File: config.mk
export PLATFORM = sky130hd
export DESIGN_NAME = tpz_mul
export DESIGN_NICKNAME = d
export VERILOG_FILES = /design/src/rtl/tpz_pkg.sv /design/src/rtl/tpz_mul.sv
export SDC_FILE = /design/constraint.sdc
export NUM_CORES = 1
export LEC_CHECK = 0
export BUFFER_PORTS_ARGS = -buffer_cell sky130_fd_sc_hd__clkbuf_2
export CORE_MARGIN = 8
export CORE_UTILIZATION = 45
export CTS_CLUSTER_SIZE = 20
export DETAILED_ROUTE_END_ITERATION = 10
export GPL_TIMING_DRIVEN = 0
export PLACE_DENSITY = 0.58
export SLEW_MARGIN = 5
export SYNTH_ARGS = -nofsm -noshare
export SYNTH_HDL_FRONTEND = slang
export SYNTH_SLANG_ARGS = --single-unit
File: constraint.sdc
create_clock -name aclk -period 9.1 [get_ports aclk]
set_clock_uncertainty 0.2 [all_clocks]
set_input_delay 0.91 -clock aclk [delete_from_list [all_inputs] [get_ports aclk]]
set_output_delay 0.91 -clock aclk [all_outputs]
set_load 0.05 [all_outputs]
File: src/rtl/tpz_pkg.sv
// Shared types, constants and the glyph lookup for the torus point z-buffer shader.
// No dependencies; every other file in rtl/ except tpz_ram imports this package.
package tpz_pkg;

    localparam int VAL_W      = 20;
    typedef logic signed [VAL_W-1:0] val_t;

    localparam int Q_FRAC     = 14;
    localparam int Q_ONE      = 16384;

    // Quarter-wave sine polynomial coefficients, Q14.
    localparam int SINE_C1    = 25736;
    localparam int SINE_C2    = 10512;
    localparam int SINE_C3    = 1160;

    localparam int TUBE_OFFSET  = 2;
    localparam int DEPTH_OFFSET = 5;
    localparam int X_CENTER   = 40;
    localparam int X_SCALE    = 30;
    localparam int Y_CENTER   = 12;
    localparam int Y_SCALE    = 15;

    // Luminance times eight over Q_ONE is a right shift by eleven.
    localparam int LUM_SHIFT  = 11;

    localparam int OUT_DATA_W = 8;
    localparam int CHAR_W     = 7;
    localparam logic [CHAR_W-1:0] CHAR_SPACE = 7'd32;
    localparam logic [CHAR_W-1:0] CHAR_LAST  = 7'd126;

    localparam int GLYPH_W    = 4;
    typedef logic [GLYPH_W-1:0] glyph_t;
    localparam glyph_t GLYPH_MAX  = 4'd11;
    localparam glyph_t BLANK_CODE = 4'd12;

    localparam logic REQ_PLOT  = 1'b0;
    localparam logic REQ_READ  = 1'b1;
    localparam logic CFG_ROT_A = 1'b0;
    localparam logic CFG_ROT_B = 1'b1;

    function automatic logic [CHAR_W-1:0] glyph_char(input glyph_t code);
        logic [CHAR_W-1:0] c;
        case (code)
            4'd0:    c = 7'h2E; // .
            4'd1:    c = 7'h2C; // ,
            4'd2:    c = 7'h2D; // -
            4'd3:    c = 7'h7E; // ~
            4'd4:    c = 7'h3A; // :
            4'd5:    c = 7'h3B; // ;
            4'd6:    c = 7'h3D; // =
            4'd7:    c = 7'h21; // !
            4'd8:    c = 7'h2A; // *
            4'd9:    c = 7'h23; // #
            4'd10:   c = 7'h24; // $
            4'd11:   c = 7'h40; // @
            default: c = CHAR_SPACE;
        endcase
        return c;
    endfunction

endpackage

File: src/rtl/tpz_mul.sv
// Shared signed multiplier with a registered product and its Q14 quotient
// truncated toward zero. Depends on tpz_pkg.
module tpz_mul #(
    parameter int WIDTH = 20
) (
    input  logic                                       aclk,
    input  logic signed [WIDTH-1:0]                    op_a,
    input  logic signed [WIDTH-1:0]                    op_b,
    output logic signed [2*WIDTH-1:0]                  prod,
    output logic signed [2*WIDTH-tpz_pkg::Q_FRAC-1:0]  prod_q
);
    import tpz_pkg::*;

    localparam int PW = 2*WIDTH;

    logic signed [PW-1:0] prod_reg;
    logic signed [PW-1:0] bias;
    logic signed [PW-1:0] biased;

    always_ff @(posedge aclk) begin
        prod_reg <= op_a * op_b;
    end

    // Negative products are biased so that the arithmetic shift rounds toward zero.
    always_comb begin
        bias   = prod_reg[PW-1] ? PW'(Q_ONE - 1) : '0;
        biased = prod_reg + bias;
    end

    assign prod   = prod_reg;
    assign prod_q = (PW-Q_FRAC)'(biased >>> Q_FRAC);

endmodule

# [Word level (Yosys, flattened, before mapping)]
# Cells that the tools add are included.
[totals] regBits=40 inputBits=41 out_inout_bits=66
[op_classes] addsub=1 mul=1 mux=1
[ops] cell="$add 40x15->40" count=1
[ops] cell="$mul 20x20->40" count=1
[ops] cell="$mux 14" count=1

# [Longest topological paths before layout]
[depth] word_depth=2 depth_mapped=26 ltp_nobuf=25

# [Worst setup path after synthesis]
# Ideal clock, no wire load.
[synth_path] path_kind="in2reg" from="input port op_a[19]" to="register prod_reg[39], in the netlist prod[39]" setup_ns=0.072 t_arrival_ns=7.368 required_time_ns=8.828 slack_ns=1.460 path_stages=24 n_path_buf=1 path_cell_list="clkbuf_1 > nand2_1 > fa_1 > fa_1 > inv_1 > fa_1 > inv_1 > fa_1 > inv_1 > fa_1 > inv_1 > fa_1 > fa_1 > inv_1 > ha_1 > a21o_1 > a21oi_1 > nor2_1 > a211o_1 > or3_1 > o21bai_1 > a41o_1 > a21oi_1 > xnor2_1"
[synth_via] elab_chain_cells=1
[synth_lines] element="from (decl)" line_no="tpz_mul.sv:7" source="input logic signed [WIDTH-1:0] op_a,"
[synth_lines] element="$mul 20x20->40" line_no="tpz_mul.sv:21" source="prod_reg <= op_a * op_b;"
[synth_lines] element="to (signal assigned)" line_no="tpz_mul.sv:21"
[synth_lines] element="to (decl)" line_no="tpz_mul.sv:16" source="logic signed [PW-1:0] prod_reg;"
# Every way passes these cells.

# [Worst setup path after layout]
[layout_path] from="input port op_b[5]" to="register prod_reg[39], in the netlist prod[39]"
[layout_via] elab_chain_cells=1
[layout_lines] element="from (decl)" line_no="tpz_mul.sv:8" source="input logic signed [WIDTH-1:0] op_b,"
[layout_lines] element="$mul 20x20->40" line_no="tpz_mul.sv:21"
# Every way passes these cells.

==> flow_summary.ini <==
[floorplanning]
die_h_um = 208
start_util = 0.454
rows = 70
core_area_um2 = 36400
die-area_um2 = 43200
ios = 107
die_width_um = 208

[detailed_routing]
vias = 11777
ant_nets = 0
dr.pass1.iters = 5
drt_iter0_markers = 501
avgViaCountPerCell = 5.08
drc_errors = 0
wl_um = 43500
detail_route.wl_per_cell_um = 18.8

[global_route]
grt_max_degree = 19
grt_use_total = 0.213
grt_pass1_wl_um = 71900
grt_overflow = 0
grt_antenna_before_repair = 1
first_global_vias = 13342

[synthesis]
yosysTopAreaCell = fa_1
synth-seq-cells = 40
synth_edf_count = 0
ys_top_cells_by_area = fa_1, inv_1, ha_1
ys_types = 43
yosysWarnings = 0
netlist_area_um2 = 16500
syn_area_per_cell_um2 = 9.32
synth_flop_cell = dfxtp_1
synthCells = 1774
ys_async_sr_fraction = 0
syn-num-nets = 2355
ys_seq_area_frac = 0.0484
synth_top_cell_area_share = 0.508

[cells_and_area]
fin_area_um2 = 17600
final_common_cell = inv_1
finalNetCount = 2429
area_growth_pct = 6.60
largest_reg_flops = 40
layout-drive-gt1-share = 0.0433
layout_common_cells = inv_1, fa_1, and2_1

[sta]
hold_ws_ns = 0.901
slew_headroom = 0.138
timing.fmax_mhz = 122
rsz0062_at_grt = false
finalHoldViolations = 0
setup_viol = 0
final_max_slew_viol_count = 0
final.period_utilization = 0.902
min_period_ns = 8.21
worstMarginPinSlew_ns = 1.28
setup_tns_ns = 0

[clocking]
cts_tree = built
cts_sinks = 40
root_buffer = clkbuf_16
cts_setup_buffers = 0
cts.clk_slew.worst_paths_ns = 0.06
htree_levels = 2
post_cts_resized = 0
cts_buffers = 5
holdBufCountCts = 0
clk_path_buf_depth = 2

[critical_path]
crit_required_ns = 9.06
worstPathArrival_ns = 8.17
path_class = in -> reg
cp_max_fo = 10
crit_path_start_kind = input pin
endpoint_kind = flop

[placed_design]
dp_hpwl_um = 37600
io_buffers = 67
post_dp_cell_area_um2 = 17500
gp_congestion = 0.910

[run]
cap_violations = 0

[outcome]
outcome = finished, final reports clean

[hold_path]
worstHoldPathType = in -> reg
## Yosys cell counts (6+ instances only)
library cell	n
o21ai_0	15
nand3_1	16
inv_1	447
a21oi_1	31
xor2_1	21
nand2_1	179
ha_1	120
fa_1	420
clkbuf_1	78
nand2b_1	7
and3_1	6
nor2_1	37
and2_1	221
a21o_1	21
xnor2_1	49
o21bai_1	8
dfxtp_1	40
nand4_1	8
## area by class of cell
| class | instances | area (um^2) |
|---|---|---|
| sequential | 40 | 801 |
| timing repair buffer | 67 | 335 |
| tap | 468 | 586 |
| fill | 3540 | 18800 |
| multi-input combinational | 1206 | 13800 |
| clock inverter | 3 | 42.5 |
| antenna | 1 | 2.50 |
| clock buffer | 5 | 125 |
| buffer | 80 | 300 |
| inverter | 448 | 1680 |
## path summary, 6_finish.rpt
check,start,to,slack (ns),depth (start not counted)
worst max-delay path,op_b[5],prod[39]$_DFF_P_,0.89,21
worst min-delay path,op_b[0],prod[0]$_DFF_P_,0.90,2
## per-stage QoR
step           cells   util  setup WS [ns]
4_1_cts         2317  0.484          0.878
3_5_place_dp    2309  0.479          0.576
5_1_grt         2317  0.484          0.458
6_report        2318  0.484          0.891
3_3_place_gp    2309  0.479          0.600
2_1_floorplan   1774      -           1.46
## per-layer routing
layer  global-route usage  part of all wire  vias to the layer above  routed length [um]
met5                    0                 0                        -                   0
met4               0.0764             0.045                        0                1940
met3               0.0329             0.044                       95                1940
met2                0.391              0.52                      283               22600
met1                0.250              0.39                     6111               17000
li1                     -                 -                     5288                   -
## logic make-up after synthesis
family	share of synthesized area
AO/OA/AOI/OAI	0.0442
XOR/XNOR	0.0371
adder cells (fa/ha/maj)	0.599
buffers and inverters	0.120
flip-flops	0.0484
AND/OR/NAND/NOR	0.151
## critical path, cell delays in order
cell	delay [ns]
clkbuf_1	0.55
nand2_1	0.20
fa_1	0.55
fa_1	0.51
fa_1	0.51
inv_1	0.06
fa_1	0.58
fa_1	0.44
fa_1	0.49
inv_1	0.05
fa_1	0.55
inv_1	0.06
ha_1	0.35
and3_1	0.20
nand2_1	0.07
o311ai_0	1.03
a21oi_1	0.34
o21bai_1	0.31
a41o_1	0.20
a21oi_1	0.07
xnor2_1	0.12
Power is left out: the tool's default activity adds up to more than one toggle a clock period on the data nets, which glitch-free logic cannot reach.
