File: src/rtl/tpz_ram.sv
// Generic single-write, single-read RAM with registered read data.
// No dependencies.
module tpz_ram #(
    parameter int WIDTH = 8,
    parameter int DEPTH = 256,
    localparam int AW   = $clog2(DEPTH)
) (
    input  logic             aclk,
    input  logic             we,
    input  logic [AW-1:0]    waddr,
    input  logic [WIDTH-1:0] wdata,
    input  logic [AW-1:0]    raddr,
    output logic [WIDTH-1:0] rdata
);

    logic [WIDTH-1:0] mem [DEPTH];

    always_ff @(posedge aclk) begin
        if (we) begin
            mem[waddr] <= wdata;
        end
        rdata <= mem[raddr];
    end

endmodule

File: config.mk
export PLATFORM = sky130hd
export DESIGN_NAME = tpz_ram
export DESIGN_NICKNAME = d
export VERILOG_FILES = /design/src/rtl/tpz_ram.sv
export SDC_FILE = /design/constraint.sdc
export NUM_CORES = 2
export LEC_CHECK = 0
export BUFFER_PORTS_ARGS = -buffer_cell sky130_fd_sc_hd__buf_2
export CAP_MARGIN = 20
export CELL_PAD_IN_SITES_DETAIL_PLACEMENT = 1
export CELL_PAD_IN_SITES_GLOBAL_PLACEMENT = 1
export CORE_MARGIN = 1.5
export CORE_UTILIZATION = 40
export DETAILED_ROUTE_END_ITERATION = 10
export PLACE_DENSITY_LB_ADDON = 0.2
export SLEW_MARGIN = 20
export SYNTH_ARGS = -nofsm -noshare
export SYNTH_HDL_FRONTEND = slang
export SYNTH_SLANG_ARGS = --single-unit
File: constraint.sdc
create_clock -name aclk -period 2.9 [get_ports aclk]
set_input_delay 0.58 -clock aclk [delete_from_list [all_inputs] [get_ports aclk]]
set_output_delay 0.58 -clock aclk [all_outputs]
set_load 0.01 [all_outputs]
# Yosys cells after proc, flatten, opt, wreduce, memory -nomap -nowiden
# Memories as Yosys holds them, arrays and structs flattened. A register that Yosys moved wholly into a read port is not among the register bits.
# Index checks and enable logic that the tools add are counted.
# totals
ramBits,2048
ff_bits,0
inputBits,26
n_memories,1
word_cells,3
# classes
n_mux,2
# memory_table
name,words,word_bits,read_ports,rd_clocked_by_memory_dff,write_ports,line,rtl
mem,256,8,1,1,1,16,logic [WIDTH-1:0] mem [DEPTH];
# ops
cell,count
1-bit two-way mux,2

# Logic depth before layout (Yosys ltp)
# logic_depth
ltp_word,2
ltp_mapped,11
depth_no_buf,6

# Worst setup path before layout
# OpenSTA, ideal clock, no wires.
# synth_path
kind,in2reg
start,in raddr[0]
end,"reg rdata[2], read port of mem"
n_path_buf,4
t_arrival_ps,2387
path_stages,9
path_slack_ps,382
cell_sequence,buf_6 buf_12 buf_8 buf_2 mux4_2 a22oi_1 a21oi_1 nor4_1 nor4_2
# synth_rtl
item,line,rtl
"start, declared",12,"input logic [AW-1:0] raddr,"
"end, declared",13,output logic [WIDTH-1:0] rdata

==> impl_metrics.env <==
export IMPL_swShare_pct=22.28
export IMPL_synth_nets=3759
export IMPL_io_pins=34
export IMPL_fp_dieW_um=449.0
export IMPL_drc=0
export IMPL_final_cells=7262
export IMPL_totalWireLength_um=222000
export IMPL_core_area_um2=197400
export IMPL_post_cts_buffers=0
export IMPL_holdWs_ns=0.1243
export IMPL_r2r_end="rdata[0]$_DFF_P_"
export IMPL_n_fill_cell=18097
export IMPL_cts_resized=0
export IMPL_whs_endpoint="mem[80][1]$_DFFE_PP_"
export IMPL_final_core_util_pct=47.91
export IMPL_dpl_cell_count=6870
export IMPL_postCtsHoldBufs=0
export IMPL_clockPowerShare_pct=41.3
export IMPL_rows=163
export IMPL_critPathBufInv=1
export IMPL_stdcell_area_um2=94590
export IMPL_wl_per_cell_um=30.57
export IMPL_viasPerCell=5.611
export IMPL_setup_violations=0
export IMPL_crit_path_frequent_cell="mux4_2"
export IMPL_ant_nets=0
export IMPL_die_area_um2=201600
export IMPL_yosysUniqueCellTypes=55
export IMPL_min_delay_path_depth=1
export IMPL_path_delay_family="simple AND/OR/NAND/NOR gates"
export IMPL_cts_htree_levels=4
export IMPL_reg2reg_from="mem[82][0]$_DFFE_PP_"
export IMPL_clock_latency_ns=0.86
export IMPL_synth_seq_area_share_pct=77.50
export IMPL_path_cells="mux4_2 -> mux4_2 -> nor2b_1 -> nor4_1 -> buf_4 -> nor4_2"
export IMPL_grt_max_degree=90
export IMPL_mostFrequentLayoutCells="2,048 x edfxtp_1, 611 x buf_4, 454 x mux4_2, 279 x nor2_1, 211 x clkbuf_16"
export IMPL_endpoint_kind="register"
export IMPL_grt_pass1_wl_um=321800
export IMPL_worst_ir_drop_vdd_mv=0.6200
export IMPL_hold_viol_final=0
export IMPL_cp_start_kind="register"
export IMPL_yosysWarningCount=0
export IMPL_crit_type="reg2reg"
export IMPL_maxCapViolCount=0
export IMPL_syn_area_um2=79560
export IMPL_holdCritPathClass="in2reg"
export IMPL_grtUsageTotal_pct=22.11
export IMPL_clock_sinks=2056
export IMPL_dieHeight_um=449.0
export IMPL_drive_above_1_share_pct=32.39
export IMPL_cts_buffers_inserted=210
export IMPL_fmax_mhz=355.4
export IMPL_critPathMaxFanout=1
export IMPL_dr_pass1_iters=5
export IMPL_syn_area_per_cell_um2=21.31
export IMPL_cp_slowest_cell="nor4_1"
export IMPL_first_global_vias=43481
export IMPL_grt_overflow=0
export IMPL_intPower_mw=48.14
export IMPL_place_area_um2=88110
export IMPL_power_frac_comb_pct=5.7
export IMPL_antenna_found_initial=16
export IMPL_vias=40749
export IMPL_syn_to_final_growth_pct=18.90
export IMPL_r2r_slack_ns=0.09
export IMPL_critPathMaxStageDelay_ns=0.79
export IMPL_synth_seq_cells=2056
export IMPL_status="complete, no violations"
export IMPL_drt_first_iter_violations=3693
export IMPL_clk_pin_slew_ns=0.06
export IMPL_p_leak_nw=30.50
export IMPL_routabilityCongestion=0.8325
export IMPL_postSynthCellCount=3733
export IMPL_power_share_sequential_pct=53.0
export IMPL_nets=4468
export IMPL_pwr_density_cell_nw_per_um2=654.8
export IMPL_max_slew_margin_pct=32.76
export IMPL_cp_required_ns=3.60
export IMPL_final_setup_skew_ns=0.03953
export IMPL_min_delay_start="wdata[1]"
export IMPL_grt_setup_unrepaired="false"
export IMPL_ff2ff_path_depth=6
export IMPL_final_common_cell="edfxtp_1"
export IMPL_tightest_slew_ns=0.9995
export IMPL_worstPathArrival_ns=3.51
export IMPL_min_period_ns=2.814
export IMPL_initial_core_util_pct=40.30
export IMPL_crit_cells=6
export IMPL_clock_root_buffer="clkbuf_16"
export IMPL_slew_violations=0
export IMPL_tritoncts="built"
export IMPL_io_buffer_count=33
export IMPL_min_period_over_period_pct=97.03
export IMPL_clockBufferDepth=3
export IMPL_dp_hpwl_um=146500
export IMPL_p_sw_mw=13.80
-- worst max-delay path by stage --
stage,from,endpoint,slack [ns]
after global placement,raddr[0],rdata[2]$_DFF_P_,-0.95
after detailed placement,raddr[0],rdata[0]$_DFF_P_,-0.72
final,mem[82][0]$_DFFE_PP_,rdata[0]$_DFF_P_,0.09
after CTS,mem[67][0]$_DFFE_PP_,rdata[0]$_DFF_P_,0.09
after floorplan,raddr[0],rdata[2]$_DFF_P_,0.38
after global routing,mem[82][0]$_DFFE_PP_,rdata[0]$_DFF_P_,0.09
-- kinds of logic after synthesis --
logic type / synth area share [%]
flip-flops: 77.50
multiplexers: 14.62
AND/OR/NAND/NOR: 2.628
AO/OA/AOI/OAI: 3.419
buffers and inverters: 1.831
-- final cells by class --
| type | count | area [um2] | share of cell area [%] |
|---|---|---|---|
| Tap cell | 2640 | 3303 | 3.492 |
| Clock inverter | 114 | 933.4 | 0.9868 |
| Timing Repair Buffer | 730 | 6604 | 6.981 |
| Clock buffer | 268 | 5524 | 5.840 |
| Antenna cell | 10 | 25.02 | 0.02646 |
| Sequential cell | 2056 | 61660 | 65.19 |
| Multi-Input combinational cell | 1442 | 16530 | 17.48 |
| Inverter | 2 | 7.507 | 0.007937 |
-- per-layer routing --
| layer | GRT usage (%) | vias to the layer above | part of all wire [%] |
|---|---|---|---|
| met2 | 36.70 | 1107 | 50 |
| li1 | - | 17123 | - |
| met3 | 3.220 | 285 | 5.0 |
| met5 | 0 | - | 0.019 |
| met4 | 5.784 | 6 | 2.5 |
| met1 | 30.68 | 22228 | 43 |
-- power groups by stage --
stage	clock, mW	sequential [mW]	combinational, mW
3_3_place_gp	0	33.5	3.55
6_report	25.6	32.8	3.55
5_1_grt	27.1	32.8	3.75
3_5_place_dp	0	33.5	3.60
2_1_floorplan	0	33.4	1.59
4_1_cts	26.1	32.8	3.61
-- synth_stat cells, drive strengths merged --
| cell | instances | area share (%) |
|---|---|---|
| o22a | 5 | 0.055 |
| dfxtp | 8 | 0.20 |
| o311ai | 1 | 0.011 |
| o21ai | 12 | 0.075 |
| a311oi | 2 | 0.022 |
| and2 | 6 | 0.047 |
| o211ai | 10 | 0.094 |
| nor2b | 31 | 0.24 |
| nand4 | 10 | 0.079 |
| and3b | 2 | 0.022 |
| a221oi | 14 | 0.16 |
| o221ai | 47 | 0.53 |
| a22oi | 133 | 1.3 |
| nor3 | 22 | 0.14 |
| or2 | 4 | 0.031 |
| nor3b | 1 | 0.0094 |
| nor4 | 27 | 0.24 |
| nand2 | 33 | 0.16 |
| and3 | 1 | 0.0079 |
| a21oi | 96 | 0.60 |
| or3b | 1 | 0.011 |
| nand3b | 2 | 0.019 |
| buf | 122 | 1.3 |
| a21boi | 1 | 0.0094 |
| inv | 1 | 0.0047 |
| clkbuf | 111 | 0.52 |
| a211oi | 16 | 0.15 |
| edfxtp | 2048 | 77 |
| a31oi | 2 | 0.016 |
| nor4b | 1 | 0.011 |
| mux4 | 456 | 13 |
| mux2i | 134 | 1.7 |
| a2111oi | 5 | 0.066 |
| nand3 | 34 | 0.21 |
| or2b | 1 | 0.0094 |
| o32ai | 5 | 0.064 |
| nor2 | 282 | 1.3 |
| nand2b | 8 | 0.063 |
| mux2 | 1 | 0.014 |
| clkinv | 1 | 0.0047 |
| a22o | 8 | 0.088 |
| o22ai | 28 | 0.22 |
-- stage by stage --
| stage | total power [mW] | setup WS [ns] | TNS (ns) |
|---|---|---|---|
| 6_report | 61.94 | 0.08615 | 0 |
| 5_1_grt | 63.62 | 0.09071 | 0 |
| 4_1_cts | 62.51 | 0.08958 | 0 |
| 3_5_place_dp | 37.07 | -0.7224 | -4.258 |
| 3_3_place_gp | 37.01 | -0.9480 | -5.779 |
| 2_1_floorplan | 35.01 | 0.3821 | 0 |
-- sequential cells by signal, indices dropped and copies added, names as in the netlist --
register and cells:
mem 2048, rdata 8
Power figures use the tool's default switching activity.
