<file path="src/rtl/tpz_pkg.sv">
// Shared types, constants and the glyph lookup for the torus point z-buffer shader.
// No dependencies; every other file in rtl/ except tpz_ram imports this package.
package tpz_pkg;

    localparam int VAL_W      = 20;
    typedef logic signed [VAL_W-1:0] val_t;

    localparam int Q_FRAC     = 14;
    localparam int Q_ONE      = 16384;

    // Quarter-wave sine polynomial coefficients, Q14.
    localparam int SINE_C1    = 25736;
    localparam int SINE_C2    = 10512;
    localparam int SINE_C3    = 1160;

    localparam int TUBE_OFFSET  = 2;
    localparam int DEPTH_OFFSET = 5;
    localparam int X_CENTER   = 40;
    localparam int X_SCALE    = 30;
    localparam int Y_CENTER   = 12;
    localparam int Y_SCALE    = 15;

    // Luminance times eight over Q_ONE is a right shift by eleven.
    localparam int LUM_SHIFT  = 11;

    localparam int OUT_DATA_W = 8;
    localparam int CHAR_W     = 7;
    localparam logic [CHAR_W-1:0] CHAR_SPACE = 7'd32;
    localparam logic [CHAR_W-1:0] CHAR_LAST  = 7'd126;

    localparam int GLYPH_W    = 4;
    typedef logic [GLYPH_W-1:0] glyph_t;
    localparam glyph_t GLYPH_MAX  = 4'd11;
    localparam glyph_t BLANK_CODE = 4'd12;

    localparam logic REQ_PLOT  = 1'b0;
    localparam logic REQ_READ  = 1'b1;
    localparam logic CFG_ROT_A = 1'b0;
    localparam logic CFG_ROT_B = 1'b1;

    function automatic logic [CHAR_W-1:0] glyph_char(input glyph_t code);
        logic [CHAR_W-1:0] c;
        case (code)
            4'd0:    c = 7'h2E; // .
            4'd1:    c = 7'h2C; // ,
            4'd2:    c = 7'h2D; // -
            4'd3:    c = 7'h7E; // ~
            4'd4:    c = 7'h3A; // :
            4'd5:    c = 7'h3B; // ;
            4'd6:    c = 7'h3D; // =
            4'd7:    c = 7'h21; // !
            4'd8:    c = 7'h2A; // *
            4'd9:    c = 7'h23; // #
            4'd10:   c = 7'h24; // $
            4'd11:   c = 7'h40; // @
            default: c = CHAR_SPACE;
        endcase
        return c;
    endfunction

endpackage

</file>
<file path="src/rtl/tpz_div.sv">
// Restoring divider for the reciprocal depth 2^(14+DEPTH_BITS)/den, one
// quotient bit a cycle, saturating. Depends on tpz_pkg.
module tpz_div #(
    parameter int DEPTH_BITS = 16,
    parameter int DEN_W      = 20
) (
    input  logic                  aclk,
    input  logic                  aresetn,
    input  logic                  start,
    input  logic [DEN_W-1:0]      den,
    output logic                  done,
    output logic [DEPTH_BITS-1:0] quo
);
    import tpz_pkg::*;

    localparam int NB = DEPTH_BITS + Q_FRAC + 1;
    localparam int CW = $clog2(NB + 1);

    logic                  busy_reg;
    logic                  done_reg;
    logic [CW-1:0]         cnt_reg;
    logic [DEN_W-1:0]      den_reg;
    logic [DEN_W-1:0]      rem_reg;
    logic [DEPTH_BITS-1:0] q_reg;
    logic                  sat_reg;
    logic [DEN_W:0]        rem_sh;
    logic                  ge;

    // The numerator is a single one at its top bit.
    always_comb begin
        rem_sh = {rem_reg, (cnt_reg == CW'(NB - 1))};
        ge     = (rem_sh >= {1'b0, den_reg});
    end

    always_ff @(posedge aclk) begin
        if (!aresetn) begin
            busy_reg <= 1'b0;
            done_reg <= 1'b0;
        end else if (start) begin
            busy_reg <= 1'b1;
            done_reg <= 1'b0;
        end else if (busy_reg && cnt_reg == '0) begin
            busy_reg <= 1'b0;
            done_reg <= 1'b1;
        end
    end

    always_ff @(posedge aclk) begin
        if (start) begin
            cnt_reg <= CW'(NB - 1);
            den_reg <= den;
            rem_reg <= '0;
            q_reg   <= '0;
            sat_reg <= 1'b0;
        end else if (busy_reg) begin
            cnt_reg <= cnt_reg - 1'b1;
            rem_reg <= ge ? DEN_W'(rem_sh - {1'b0, den_reg}) : DEN_W'(rem_sh);
            q_reg   <= {q_reg[DEPTH_BITS-2:0], ge};
            sat_reg <= sat_reg | q_reg[DEPTH_BITS-1];
        end
    end

    assign done = done_reg;
    assign quo  = sat_reg ? '1 : q_reg;

endmodule

</file>
<file path="config.mk">
export PLATFORM = sky130hd
export DESIGN_NAME = tpz_div
export DESIGN_NICKNAME = d
export VERILOG_FILES = /design/src/rtl/tpz_pkg.sv /design/src/rtl/tpz_div.sv
export SDC_FILE = /design/constraint.sdc
export NUM_CORES = 1
export LEC_CHECK = 0
export ABC_CLOCK_PERIOD_IN_PS = 5600
export CAP_MARGIN = 20
export CORE_ASPECT_RATIO = 1.5
export CORE_MARGIN = 1
export CORE_UTILIZATION = 35
export CTS_BUF_LIST = sky130_fd_sc_hd__clkbuf_16
export DETAILED_ROUTE_END_ITERATION = 10
export DONT_BUFFER_PORTS = 1
export GPL_TIMING_DRIVEN = 1
export PLACE_DENSITY = 0.52
export SLEW_MARGIN = 20
export SYNTH_ARGS = -nofsm -noshare
export SYNTH_HDL_FRONTEND = slang
export SYNTH_SLANG_ARGS = --single-unit
</file>
<file path="constraint.sdc">
create_clock -name aclk -period 5.6 [get_ports aclk]
set_input_delay 0.56 -clock aclk [delete_from_list [all_inputs] [get_ports aclk]]
set_output_delay 0.56 -clock aclk [all_outputs]
set_load 0.005 [all_outputs]
</file>
Word-level counts from Yosys, hierarchy flattened. Index checks and enable logic that the tools add are counted.

Add/subtract/negate cells: 2. Magnitude comparators: 1. Eq/ne operators: 1. Multiplexer cells: 4. Bitwise logic cells: 2. Reductions and logical operators: 4.

Operators with widths (count): >= comparator 21 x 20 -> 1 bit (1); two-way mux 20 bit (1); subtractor 20 bit (1); two-way mux 16 bit (1); == test 5 bit (second input constant) (1); logical NOT 5 bit (1); subtractor 5 x 1 -> 5 bit (second input constant) (1); two-way mux 1 bit (2); nonzero test 2 bit (1); OR reduction 2 bit (1); logical AND 1 bit (1); NOT 1 bit (1); OR 1 bit (1).

Register bits after elaboration: 64. Input port bits: 23. Output and inout bits: 17. Logic and storage cells: 21.

Logic depth before layout (Yosys ltp).
Depth after elaboration: 4. Depth in mapped cells: 13. Mapped depth without buffers: 12.

Worst setup path before layout. Ideal clock, no wire load.

Kind: register -> register. Start point: reg cnt_reg[0]. End point: reg rem_reg[12]. Library setup time: 0.087 ns. Data arrival time: 2.281 ns. Setup slack: 3.232 ns. Stages on the path, launching flop included: 12. Buffers on the path: 0. Period minus slack after synthesis: 2.368 ns. Cells stage by stage: dfxtp_1 inv_1 ha_1 nand4_1 ha_1 fa_1 nor2b_1 o31ai_2 a311oi_2 a211oi_1 xor2_1 o31ai_1.

Cells in the longest elaborated chain, start to end: 3. Elaborated cells between the ends (all ways): 4.

RTL lines: start, declared (line tpz_div.sv:21) `logic [CW-1:0] cnt_reg;`; start signal, assigned (line tpz_div.sv:50) `cnt_reg <= CW'(NB - 1);`; start signal, assigned (line tpz_div.sv:56) `cnt_reg <= cnt_reg - 1'b1;`; == test 5 bit * (line tpz_div.sv:31) `rem_sh = {rem_reg, (cnt_reg == CW'(NB - 1))};`; subtractor 20 bit or >= comparator 21 x 20 -> 1 bit (tied branches) (line tpz_div.sv:57, tpz_div.sv:32); two-way mux 20 bit * (line tpz_div.sv:57) `rem_reg <= ge ? DEN_W'(rem_sh - {1'b0, den_reg}) : DEN_W'(rem_sh);`; end signal, assigned (line tpz_div.sv:57); end, declared (line tpz_div.sv:23) `logic [DEN_W-1:0] rem_reg;`.

Mark *: on every way between the ends. The rest lies on a longest branch, timed or not. A chain may end at the register's enable or synchronous reset.

Worst setup path after layout.
Start point: reg cnt_reg[0]. End point: reg rem_reg[0].

Same word-level chain as after synthesis.

==> metrics.txt <==
buffers and inverters on the worst path 1; final clock skew 0.00788 ns; Die Area 11000 µm²; final worst path period share 55.0%; Syn-to-layout area delta 9.13%; Seq cells post-synth 64; CTS tree built; slowest stage delay, CP 0.85 ns; Post-synth top flop dfxtp_1; initial antenna violation count 0; Worst path top cell family by delay compound AO/OA/AOI/OAI gates; status finished clean; drt first-iter violations 150; First-pass DRT Iterations 4; Netlist cell types 54; Pwr per Cell Area 302 nW/µm²; initial core utilization 36.3%; Fillers 1037; Hold Path Depth 1; top-area cell type share of the netlist area 23.8%; routability cong. 0.903; post-DP HPWL 5.81 mm; CTS H-tree lvls 3; Post-Syn Area 3700 µm²; vias per std cell 5.23; width of the die 85.9 µm; Peak VDD IR 0.211 mV; antenna cells 0; worst slew pin tran 1.05 ns; RSZ-0062 raised after global routing false; clk root buf clkbuf_16; Rel. slew slack 30.0%; Resize count post-CTS 0; worst r2r src cnt_reg[0]; row cnt 45; Fin Setup TNS 0 ns; reg2reg setup slack 2.52 ns; minimum clock period 3.08 ns; Clock transition at path regs 0.05 ns; sequential fraction of the synthesis area 40.1%; All-Layer GR Usage 15.9%; CTS max path bufs 2; vias in the first global route 2783; dpl cells 516; Worst path slowest cell a21oi_2; post-CTS setup buffers 0; Setup-failing EPs final 0; fraction of layout cells with a size suffix above 1 10.5%; WL/cell 15.4 µm; antenna viol nets, final 0; cell taking the most area after synthesis dfxtp_1; final core utilization 39.6%; cts hold-fix bufs 0; CP endpoint kind flop; Hold Crit Class in -> reg; fin nets 432; critical path arrival 3.33 ns; syn_area_per_cell 9.34 µm²; clock sink total 64; CP Max Fanout 20; P_leak 0.00168 µW; cell count after synthesis 396; critical path type reg -> reg; die outline height 128 µm; Yosys warning total 0; Worst EP required 5.85 ns; routed wire length 8.21 mm; critical path cell sequence inv_1, ha_1, nand4_1, ha_1, nand2b_1, a21oi_2, o31ai_1, nand2_1, a21oi_2, mux2_4, a211oi_2; io pins 40; drt drc 0; maxcap violations 0; Pins Over Slew Limit 0; non-filler instance count after layout 532; DR vias 2782; worst r2r path cells 11; syn_nets 442; Post-synth EDFFs 20; first-pass GRT wire length 13.4 mm; IO buf count 0; ys async rst share 0%; Synth area leaders dfxtp_1 (24%), edfxtp_1 (16%), ha_1 (7.4%); gr ovfl total 0; hold path endpoint rem_reg[11]; Final Hold Fails 0; hold_sp start; largest net degree at the start of global routing 59; Clock Latency Late Sink 0.33 ns; cts bufs inserted 9; r2r endpoint rem_reg[0]; CP startpoint kind flop; Core Area 10200 µm²; Peak Freq 0.325 GHz
[layer usage]
metal	routed length [µm]	part of all wire (%)	GRT usage (%)	vias up
li1	-	-	-	1392
met1	3540	43	18.3	1326
met2	4200	51	27.4	50
met3	266	3.2	3.35	14
met4	203	2.5	8.43	0
met5	0	0	0	-
[cells by family after synthesis]
group,Yosys count,share of synthesized area [%]
XOR/XNOR,19,4.50
buffers and inverters,47,5.92
multiplexers,23,6.36
AND/OR/NAND/NOR,129,17.9
flip-flops,64,40.1
adder cells (fa/ha/maj),23,7.98
AO/OA/AOI/OAI,91,17.3
[placed cells by master, fill, tap and decap left out, types with 2 or more instances in the layout]
cell type  netlist  layout
nor2_1          46      46
dfxtp_1         44      43
inv_1           25      28
mux2i_1         22      22
ha_1            22      22
edfxtp_1        20      20
nand2_1         17      17
a21oi_1         17      17
or2_2           16      16
a211oi_1        12      12
nand2b_1        11      11
xor2_1          11      11
clkbuf_16        0      10
o21ai_1          9       9
xnor2_1          8       8
o21ai_0          8       8
a32oi_1          7       7
o21a_1           6       6
nand3_1          6       6
a21o_1           6       6
nand4_1          5       5
nor3_1           5       5
nor3b_1          5       5
o21bai_1         4       4
nor2b_1          4       4
o211ai_1         3       3
nor4_1           3       3
o31ai_1          3       3
and3_1           3       3
a31oi_1          3       3
a21oi_2          2       2
a311oi_2         2       2
o311ai_1         2       2
[metrics by stage]
step	area [µm²]	total power, µW	hold slack (ns)	setup slack, ns
CTS	4040	1240	0.287	2.51
detailed placement	3760	712	0.458	2.53
finish	4040	1220	0.303	2.52
global placement	3760	711	0.465	2.62
floorplan	3700	682	0.438	3.23
global route	4040	1270	0.294	2.25
[cell type report]
cell class | instances | area (µm²) | area share [%]
multi-input cells | 285 | 2000 | 49.5
flip-flops and latches | 64 | 1480 | 36.7
well taps | 141 | 176 | 4.37
inverters | 25 | 93.8 | 2.32
clock inverters | 6 | 27.5 | 0.682
repair buffers | 1 | 7.51 | 0.186
clock buffers | 10 | 250 | 6.20
[Yosys cell counts (4+ instances only)]
| library cell | instances |
|---|---|
| a211oi_1 | 12 |
| a21o_1 | 6 |
| a21oi_1 | 17 |
| a32oi_1 | 7 |
| buf_2 | 4 |
| buf_4 | 4 |
| clkbuf_1 | 10 |
| dfxtp_1 | 44 |
| edfxtp_1 | 20 |
| ha_1 | 22 |
| inv_1 | 25 |
| mux2i_1 | 22 |
| nand2_1 | 17 |
| nand2b_1 | 11 |
| nand3_1 | 6 |
| nand4_1 | 5 |
| nor2_1 | 46 |
| nor2b_1 | 4 |
| nor3_1 | 5 |
| nor3b_1 | 5 |
| o21a_1 | 6 |
| o21ai_0 | 8 |
| o21ai_1 | 9 |
| o21bai_1 | 4 |
| or2_2 | 16 |
| xnor2_1 | 8 |
| xor2_1 | 11 |
[worst max-delay path by stage]
stage,depth (start not counted),from,end
3_5_place_dp,11,cnt_reg[0],rem_reg[0]
2_1_floorplan,11,cnt_reg[0],rem_reg[12]
4_1_cts,11,cnt_reg[0],rem_reg[0]
3_3_place_gp,11,cnt_reg[0],rem_reg[0]
5_1_grt,11,cnt_reg[0],rem_reg[0]
6_report,11,cnt_reg[0],rem_reg[0]
[report_power, final]
| part | internal (µW) | switching, µW |
|---|---|---|
| sequential | 502 | 12.5 |
| combinational | 76.7 | 112 |
| clock | 319 | 197 |
Power figures use the tool's default switching activity.
